## config.mk

```make
export PLATFORM = sky130hd
export DESIGN_NAME = nfla_ctrl
export DESIGN_NICKNAME = d
export VERILOG_FILES = /design/src/hw/rtl/nfla_pkg.sv /design/src/hw/rtl/nfla_ctrl.sv
export SDC_FILE = /design/constraint.sdc
export NUM_CORES = 1
export LEC_CHECK = 0
export BUFFER_PORTS_ARGS = -buffer_cell sky130_fd_sc_hd__buf_2
export CAP_MARGIN = 20
export CELL_PAD_IN_SITES_DETAIL_PLACEMENT = 1
export CELL_PAD_IN_SITES_GLOBAL_PLACEMENT = 1
export CORE_MARGIN = 8
export CORE_UTILIZATION = 35
export CTS_CLUSTER_DIAMETER = 60
export CTS_CLUSTER_SIZE = 8
export DETAILED_ROUTE_END_ITERATION = 6
export PLACE_DENSITY_LB_ADDON = 0.1
export SYNTH_ARGS = -nofsm -noshare
export SYNTH_HDL_FRONTEND = slang
export SYNTH_SLANG_ARGS = --single-unit
```

## constraint.sdc

```tcl
create_clock -name clock -period 1.7 [get_ports clock]
set_input_delay 0.17 -clock clock [delete_from_list [all_inputs] [get_ports clock]]
set_output_delay 0.17 -clock clock [all_outputs]
set_load 0.01 [all_outputs]
```

## src/hw/rtl/nfla_pkg.sv

```systemverilog
// ----------------------------------------------------------------------------
// nfla_pkg
// shared types and constants of the next-fit free-list allocator
// ----------------------------------------------------------------------------
package nfla_pkg;

   // field widths of the stream and config ports
   localparam int ADDR_W      = 48;
   localparam int REQ_W       = 32;
   localparam int BYTES_W     = 21;
   localparam int STATUS_W    = 2;
   localparam int REQ_TDATA_W = 80;
   localparam int RSP_TDATA_W = 96;
   localparam int CSR_DATA_W  = 48;

   // unit geometry
   localparam int UNIT_BYTES = 16;
   localparam int UNIT_SHIFT = 4;
   localparam int MIN_UNITS  = 2;
   localparam int NEED_W     = REQ_W - UNIT_SHIFT + 1;
   localparam logic [ADDR_W-1:0] POOL_BASE_RST  = '0;
   localparam logic [BYTES_W-1:0] POOL_BYTES_RST = 21'd1048576;

   typedef enum logic {
      CMD_ALLOC = 1'b0,
      CMD_FREE  = 1'b1
   } command_type;

   typedef enum logic {
      CSR_POOL_BASE  = 1'b0,
      CSR_POOL_BYTES = 1'b1
   } csr_index_type;

   typedef enum logic [STATUS_W-1:0] {
      ST_DONE = 2'd0,
      ST_NULL = 2'd1,
      ST_FAIL = 2'd2
   } status_type;

   typedef enum logic [4:0] {
      OP_NONE, OP_INIT, OP_LATCH, OP_DECODE, OP_RD_ROVER, OP_PREV_EV, OP_RD_CUR,
      OP_CUR_STEP, OP_UNLINK, OP_SHRINK, OP_CARVE, OP_ALLOC_DONE, OP_RD_B, OP_B_EV,
      OP_F_WALK, OP_F_FOUND, OP_RD_NX, OP_F_HI, OP_F_LO, OP_RESP
   } dp_op_type;

   typedef enum logic [4:0] {
      S_INIT, S_IDLE, S_DECODE, S_A_PREV_RD, S_A_PREV_EV, S_A_CUR_RD, S_A_CUR_EV,
      S_A_CARVE, S_A_DONE, S_F_B_RD, S_F_B_EV, S_F_CUR_RD, S_F_CUR_EV, S_F_NX_RD,
      S_F_NX_EV, S_F_LO, S_RESP
   } state_type;

   typedef struct packed {
      dp_op_type  op;
      status_type status;
   } ctrl_cmd_type;

   typedef struct packed {
      logic is_null;
      logic pool_ok;
      logic reject;
      logic is_free;
      logic fits;
      logic exact;
      logic at_rover;
      logic found;
   } dp_stat_type;

endpackage

```

## src/hw/rtl/nfla_ctrl.sv

```systemverilog
// ----------------------------------------------------------------------------
// nfla_ctrl
// request sequencer and result handshake of the allocator
// ----------------------------------------------------------------------------
module nfla_ctrl (
   input  logic                   clock,
   input  logic                   reset,
   input  logic                   req_tvalid,
   output logic                   req_tready,
   output logic                   rsp_tvalid,
   input  logic                   rsp_tready,
   input  logic                   csr_wen,
   input  nfla_pkg::dp_stat_type  stat,
   output nfla_pkg::ctrl_cmd_type cmd
);

   nfla_pkg::state_type  state_ff, state_in;
   nfla_pkg::status_type status_ff, status_in;
   logic                 rsp_valid_ff, rsp_valid_in;

   // state register
   always_ff @(posedge clock) begin
      if (reset) begin
         state_ff     <= nfla_pkg::S_INIT;
         rsp_valid_ff <= 1'b0;
         status_ff    <= nfla_pkg::ST_DONE;
      end else begin
         state_ff     <= state_in;
         rsp_valid_ff <= rsp_valid_in;
         status_ff    <= status_in;
      end
   end

   // next state and datapath commands
   always_comb begin
      state_in     = state_ff;
      status_in    = status_ff;
      rsp_valid_in = rsp_valid_ff && !rsp_tready;
      cmd.op       = nfla_pkg::OP_NONE;
      cmd.status   = status_ff;
      req_tready   = 1'b0;
      unique case (state_ff)
         // set up again while config writes keep coming
         nfla_pkg::S_INIT: begin
            cmd.op = nfla_pkg::OP_INIT;
            if (!csr_wen) begin
               state_in = nfla_pkg::S_IDLE;
            end
         end
         nfla_pkg::S_IDLE: begin
            req_tready = !csr_wen;
            if (csr_wen) begin
               state_in = nfla_pkg::S_INIT;
            end else if (req_tvalid) begin
               cmd.op   = nfla_pkg::OP_LATCH;
               state_in = nfla_pkg::S_DECODE;
            end
         end
         nfla_pkg::S_DECODE: begin
            priority if (stat.is_null) begin
               status_in = nfla_pkg::ST_NULL;
               state_in  = nfla_pkg::S_RESP;
            end else if (!stat.pool_ok || stat.reject) begin
               status_in = nfla_pkg::ST_FAIL;
               state_in  = nfla_pkg::S_RESP;
            end else begin
               cmd.op    = nfla_pkg::OP_DECODE;
               status_in = nfla_pkg::ST_DONE;
               state_in  = stat.is_free ? nfla_pkg::S_F_B_RD : nfla_pkg::S_A_PREV_RD;
            end
         end
         // allocate walk
         nfla_pkg::S_A_PREV_RD: begin
            cmd.op   = nfla_pkg::OP_RD_ROVER;
            state_in = nfla_pkg::S_A_PREV_EV;
         end
         nfla_pkg::S_A_PREV_EV: begin
            cmd.op   = nfla_pkg::OP_PREV_EV;
            state_in = nfla_pkg::S_A_CUR_RD;
         end
         nfla_pkg::S_A_CUR_RD: begin
            cmd.op   = nfla_pkg::OP_RD_CUR;
            state_in = nfla_pkg::S_A_CUR_EV;
         end
         nfla_pkg::S_A_CUR_EV: begin
            priority if (stat.fits && stat.exact) begin
               cmd.op   = nfla_pkg::OP_UNLINK;
               state_in = nfla_pkg::S_A_DONE;
            end else if (stat.fits) begin
               cmd.op   = nfla_pkg::OP_SHRINK;
               state_in = nfla_pkg::S_A_CARVE;
            end else if (stat.at_rover) begin
               status_in = nfla_pkg::ST_FAIL;
               state_in  = nfla_pkg::S_RESP;
            end else begin
               cmd.op   = nfla_pkg::OP_CUR_STEP;
               state_in = nfla_pkg::S_A_CUR_RD;
            end
         end
         nfla_pkg::S_A_CARVE: begin
            cmd.op   = nfla_pkg::OP_CARVE;
            state_in = nfla_pkg::S_A_DONE;
         end
         nfla_pkg::S_A_DONE: begin
            cmd.op   = nfla_pkg::OP_ALLOC_DONE;
            state_in = nfla_pkg::S_RESP;
         end
         // free walk and merge
         nfla_pkg::S_F_B_RD: begin
            cmd.op   = nfla_pkg::OP_RD_B;
            state_in = nfla_pkg::S_F_B_EV;
         end
         nfla_pkg::S_F_B_EV: begin
            cmd.op   = nfla_pkg::OP_B_EV;
            state_in = nfla_pkg::S_F_CUR_RD;
         end
         nfla_pkg::S_F_CUR_RD: begin
            cmd.op   = nfla_pkg::OP_RD_CUR;
            state_in = nfla_pkg::S_F_CUR_EV;
         end
         nfla_pkg::S_F_CUR_EV: begin
            if (stat.found) begin
               cmd.op   = nfla_pkg::OP_F_FOUND;
               state_in = nfla_pkg::S_F_NX_RD;
            end else begin
               cmd.op   = nfla_pkg::OP_F_WALK;
               state_in = nfla_pkg::S_F_CUR_RD;
            end
         end
         nfla_pkg::S_F_NX_RD: begin
            cmd.op   = nfla_pkg::OP_RD_NX;
            state_in = nfla_pkg::S_F_NX_EV;
         end
         nfla_pkg::S_F_NX_EV: begin
            cmd.op   = nfla_pkg::OP_F_HI;
            state_in = nfla_pkg::S_F_LO;
         end
         nfla_pkg::S_F_LO: begin
            cmd.op   = nfla_pkg::OP_F_LO;
            state_in = nfla_pkg::S_RESP;
         end
         // load the result register once it is free
         nfla_pkg::S_RESP: begin
            if (!rsp_valid_ff || rsp_tready) begin
               cmd.op       = nfla_pkg::OP_RESP;
               rsp_valid_in = 1'b1;
               state_in     = nfla_pkg::S_IDLE;
            end
         end
         default: state_in = nfla_pkg::S_INIT;
      endcase
   end

   assign rsp_tvalid = rsp_valid_ff;

endmodule

```

== After elaboration in Yosys (flattened, before gate mapping) ==
Cells that the tools add are included.
Widths: inputs -> output; s select.

* Output and inout bits: 9
* Latch bits: 0
* Word-level logic and storage cells: 70
* Memories kept: 0
* Register bits after elaboration: 8
* Memory bits (writable): 0
* Input port bits: 13
* Bits in read-only memories: 0

* Eq/ne operators: 22
* Divide/modulo/power cells: 0
* Magnitude comparators: 0
* Muxes and demuxes: 31
* $mul: 0
* Add/sub/neg operators: 0
* Reduce and logical (&&, ||, !) cells: 14
* Shift-type cells: 0
* Bitwise operators: 0

{| class="wikitable"
|+ Operators by type and width
! operator !! count
|-
| $pmux 5 s16 || 2
|-
| $mux 5 || 10
|-
| $eq 5x4->1 const B || 8
|-
| $eq 5x3->1 const B || 4
|-
| $mux 2 || 9
|-
| $mux 4 || 3
|-
| $eq 5x2->1 const B || 2
|-
| $ne 2x2->1 const B || 5
|-
| $mux 3 || 2
|-
| $eq 5x1->1 const B || 1
|-
| $eq 5x5->1 const B || 1
|-
| $logic_not 5->1 || 1
|-
| $logic_not 1->1 || 4
|-
| $mux 1 || 4
|-
| $pmux 2 s2 || 1
|-
| $reduce_and 4->1 || 1
|-
| $reduce_or 2->1 || 2
|-
| $ne 3x3->1 const B || 1
|-
| $reduce_and 3->1 || 1
|-
| $logic_and 1x1->1 || 2
|-
| $logic_or 1x1->1 || 2
|-
| $reduce_bool 2->1 || 1
|}

== Logic depth before layout (Yosys ltp) ==
* Depth in word-level cells: 5
* Depth in mapped cells: 6
* Mapped depth without buffers: 4

== Least setup slack after synthesis ==
OpenSTA, ideal clock, no wires.

* Kind: flip-flop to output port
* Start point: register state_ff[3]
* End point: output port cmd[3] (netlist name)
* Arrival time: 1364 ps
* Cell stages (with the launch flop): 5
* Setup slack: 166 ps
* Path buffers: 0
* Required time: 1530 ps
* Cell sequence: dfxtp_1 -> or3_4 -> or3_4 -> clkinv_1 -> a2111o_1

{| class="wikitable"
|+ RTL lines
! what !! line !! RTL
|-
| start, declared || nfla_ctrl.sv:17 || <nowiki>nfla_pkg::state_type state_ff, state_in;</nowiki>
|-
| start signal, assigned || nfla_ctrl.sv:24 || <nowiki>state_ff <= nfla_pkg::S_INIT;</nowiki>
|-
| start signal, assigned || nfla_ctrl.sv:28 || <nowiki>state_ff <= state_in;</nowiki>
|-
| end, declared || nfla_ctrl.sv:14 || <nowiki>output nfla_pkg::ctrl_cmd_type cmd</nowiki>
|}

==> summary.txt <==
======================================================================================================
Number of flops mapped to enable cells by yosys                                                      0
Sequential cell area fraction in the yosys report                                                0.214
Global-route wire length before repair                                                         5.18 mm
Syn_area_per_cell                                                                            7.14 um^2
CTS H-Tree Depth                                                                                     1
Routed vias                                                                                       1023
Crit end category                                                                           output pin
Summed area of non-filler cells in the final layout                                       0.00118 mm^2
Final count of pins violating max slew                                                               0
Gpl congestion                                                                                   0.931
Initial cell density of the core                                                                 0.378
GRT busiest layer                                                                                 met2
Startpoint kind of the worst setup timing path                                               flip-flop
Crit path max fanout                                                                                 3
Min cycle time layout                                                                          1860 ps
Number of cells produced by synthesis                                                              105
Max-slew headroom at the worst pin                                                               0.613
Clock tree from TritonCTS                                                                          yes
Relative area change from synthesis to final layout                                              57.6%
Layout cells sized above 1                                                                       0.504
Critical Setup Path Class                                                                 flip-flop to output pin
I/O pins                                                                                            22
Max Cap Violations                                                                                   0
Maximum number of buffers from clock root to sink                                                    2
Die Y-Extent                                                                                   62.3 um
Hold Path Class                                                                           input pin to flip-flop
Failing checks                                                                            negative setup slack
Final Cycle Share                                                                                 1.10
Die X                                                                                          62.3 um
Slack of the critical path                                                                     -163 ps
Largest net degree at the start of global routing                                                   20
Flip-flop and latch count after synthesis                                                            8
PD cells                                                                                   722 mW/mm^2
Number of warnings issued by yosys                                                                   0
Synth cell count leaders                                                                  sky130_fd_sc_hd__a21oi_1 (12), sky130_fd_sc_hd__dfxtp_1 (8), sky130_fd_sc_hd__nand3_1 (8), sky130_fd_sc_hd__nor2_1 (6), sky130_fd_sc_hd__o21ai_0 (6)
DIE AREA                                                                                  0.00388 mm^2
TritonCTS Buffers                                                                                    3
Number of nets with antenna violations after detailed routing                                        0
Clock transition at the register clock pins on the worst setup and hold paths after CTS          60 ps
Clock root buffer master                                                                  sky130_fd_sc_hd__clkbuf_4
Setup violation total in the final timing report                                                     5
Clock Skew                                                                                     5.43 ps
Area after detailed placement                                                                 938 um^2
Total number of nets in the final design                                                           156
Remaining design rule violation count                                                                0
Count of input and output buffers                                                                   21
Static leakage power                                                                       0.000471 uW
Post-synthesis instance area                                                                  749 um^2
Main synth FF type                                                                        sky130_fd_sc_hd__dfxtp_1
Number of hold violations in the final report                                                        0
Site Rows                                                                                           16
Drt total wl                                                                                   3.36 mm
Critical path data arrival time                                                                1690 ps
Met2 usage in global routing                                                                     0.272
M1 GR Usage                                                                                      0.186
Status                                                                                    finished with violations
Met3 usage                                                                                      0.0412
Post-cts hold buffer count                                                                           0
Clock insertion delay at the later pin of the skew report                                       270 ps
Routed length per placed instance                                                              19.9 um
Unrepaired setup endpoints after global routing                                                   true
Highest clock rate                                                                             537 MHz
Post-synth ARST share                                                                                0
Netlist cell types                                                                                  40
Worst slew pin tran                                                                             566 ps
Hold slack                                                                                      165 ps
Clock net sink count                                                                                 8
Number of nets in the synthesized netlist                                                          118
Cells taking the most area after synthesis                                                sky130_fd_sc_hd__dfxtp_1 (21%), sky130_fd_sc_hd__a21oi_1 (8.0%), sky130_fd_sc_hd__nand3_1 (5.3%)
Via-to-Cell Ratio                                                                                 6.05
Antenna violations before repair                                                                     1
Hpwl dp                                                                                        2.21 mm
Dominant cell type by area after synthesis                                                sky130_fd_sc_hd__dfxtp_1
Detailed Route Iter0 Violations                                                                     13
Portion of synthesized cell area occupied by the leading cell type                               0.214
All-Layer GR Usage                                                                               0.163
Via count of the first global-routing pass                                                        1119
Maximum ir drop on the vdd rail                                                               0.368 mV
Core area                                                                                 0.00198 mm^2
WP data required                                                                               1530 ps
Grt total ovfl                                                                                       0
Most repeated cell in the gate-level netlist after synthesis                              sky130_fd_sc_hd__a21oi_1
First-pass DRT Iterations                                                                            4
======================================================================================================
[through the flow]
| step | cells | setup slack [ps] | power (uW) | util | setup TNS [ps] |
|---|---|---|---|---|---|
| 2_1_floorplan | 105 | 166 | 418 | - | 0 |
| 3_3_place_gp | 157 | 93.6 | 524 | 0.473 | 0 |
| 3_5_place_dp | 157 | 63.1 | 529 | 0.473 | 0 |
| 4_1_cts | 166 | -163 | 758 | 0.538 | -365 |
| 5_1_grt | 169 | -200 | 898 | 0.596 | -853 |
| 6_report | 169 | -163 | 852 | 0.596 | -614 |
[cell type report]
cell class                 count  area [um^2]
antenna                        1         2.50
timing repair buffer          41          288
clock buffer                   3         22.5
fill                         263          801
sequential                     8          171
tap                           27         33.8
inverter                       6         27.5
multi-input combinational     83          636
[layout by cell type, fill, tap and decap left out, types with 2 or more instances in the layout]
cell type                   count
sky130_fd_sc_hd__dfxtp_2        3
sky130_fd_sc_hd__inv_1          5
sky130_fd_sc_hd__buf_4         14
sky130_fd_sc_hd__nor3_1         3
sky130_fd_sc_hd__buf_2         20
sky130_fd_sc_hd__nand3_2        2
sky130_fd_sc_hd__a21oi_1       11
sky130_fd_sc_hd__o21a_1         2
sky130_fd_sc_hd__a2111oi_0      2
sky130_fd_sc_hd__nand2_1        4
sky130_fd_sc_hd__nand3_1        6
sky130_fd_sc_hd__nor2_1         4
sky130_fd_sc_hd__dfxtp_1        3
sky130_fd_sc_hd__and3_1         2
sky130_fd_sc_hd__a31oi_1        3
sky130_fd_sc_hd__dfxtp_4        2
sky130_fd_sc_hd__o32ai_2        2
sky130_fd_sc_hd__clkbuf_4       3
sky130_fd_sc_hd__o21ai_0        4
sky130_fd_sc_hd__buf_6          6
sky130_fd_sc_hd__nor2b_1        3
sky130_fd_sc_hd__or3_4          3
sky130_fd_sc_hd__nand2b_1       4
[worst max-delay path, cell delays in order, from the launching register on]
cell	delay, ps
sky130_fd_sc_hd__dfxtp_4	340
sky130_fd_sc_hd__or3_4	380
sky130_fd_sc_hd__or3_4	400
sky130_fd_sc_hd__clkinv_4	60
sky130_fd_sc_hd__a2111o_1	120
sky130_fd_sc_hd__buf_2	120
[report_power, final]
part	leakage, uW	internal [uW]	switching [uW]	total [uW]
Clock	0.0000138	81.9	82.1	164
Sequential	0.0000677	205	27.1	232
Combinational	0.000389	228	228	456
Total	0.000471	515	337	852
[sequential cells by signal, summed over array words and instances (netlist names)]
| signal | cells |
|---|---|
| state_ff | 5 |
| status_ff | 2 |
| rsp_tvalid | 1 |
[cells by family after synthesis]
group                  synth area share
AO/OA/AOI/OAI                     0.347
AND/OR/NAND/NOR                   0.327
flip-flops                        0.214
multiplexers                     0.0284
buffers and inverters            0.0835
[per-layer routing]
layer	wire length, um	share of wire	vias up
li1	-	-	477
met1	1460	0.44	504
met2	1670	0.50	32
met3	143	0.043	10
met4	84	0.025	0
met5	0	0	-
[final timing paths]
path / from / slack [ps] / cells past startpoint / to
min reg2reg: status_ff[0]$_SDFFE_PP0P_ / 470 / 2 / status_ff[0]$_SDFFE_PP0P_
max reg2reg: state_ff[3]$_SDFFE_PP0P_ / -130 / 6 / state_ff[0]$_SDFFE_PP0P_
min: reset / 160 / 2 / state_ff[3]$_SDFFE_PP0P_
max: state_ff[3]$_SDFFE_PP0P_ / -160 / 5 / cmd[3]
[what timing repair did]
action                     in CTS  in global routing
resized for setup              20                 19
cloned                          0                  0
setup endpoints to repair       4                  7
setup buffers                   6                  2
pin swaps                       7                  8
No activity file was read; power rests on OpenSTA's default activity.
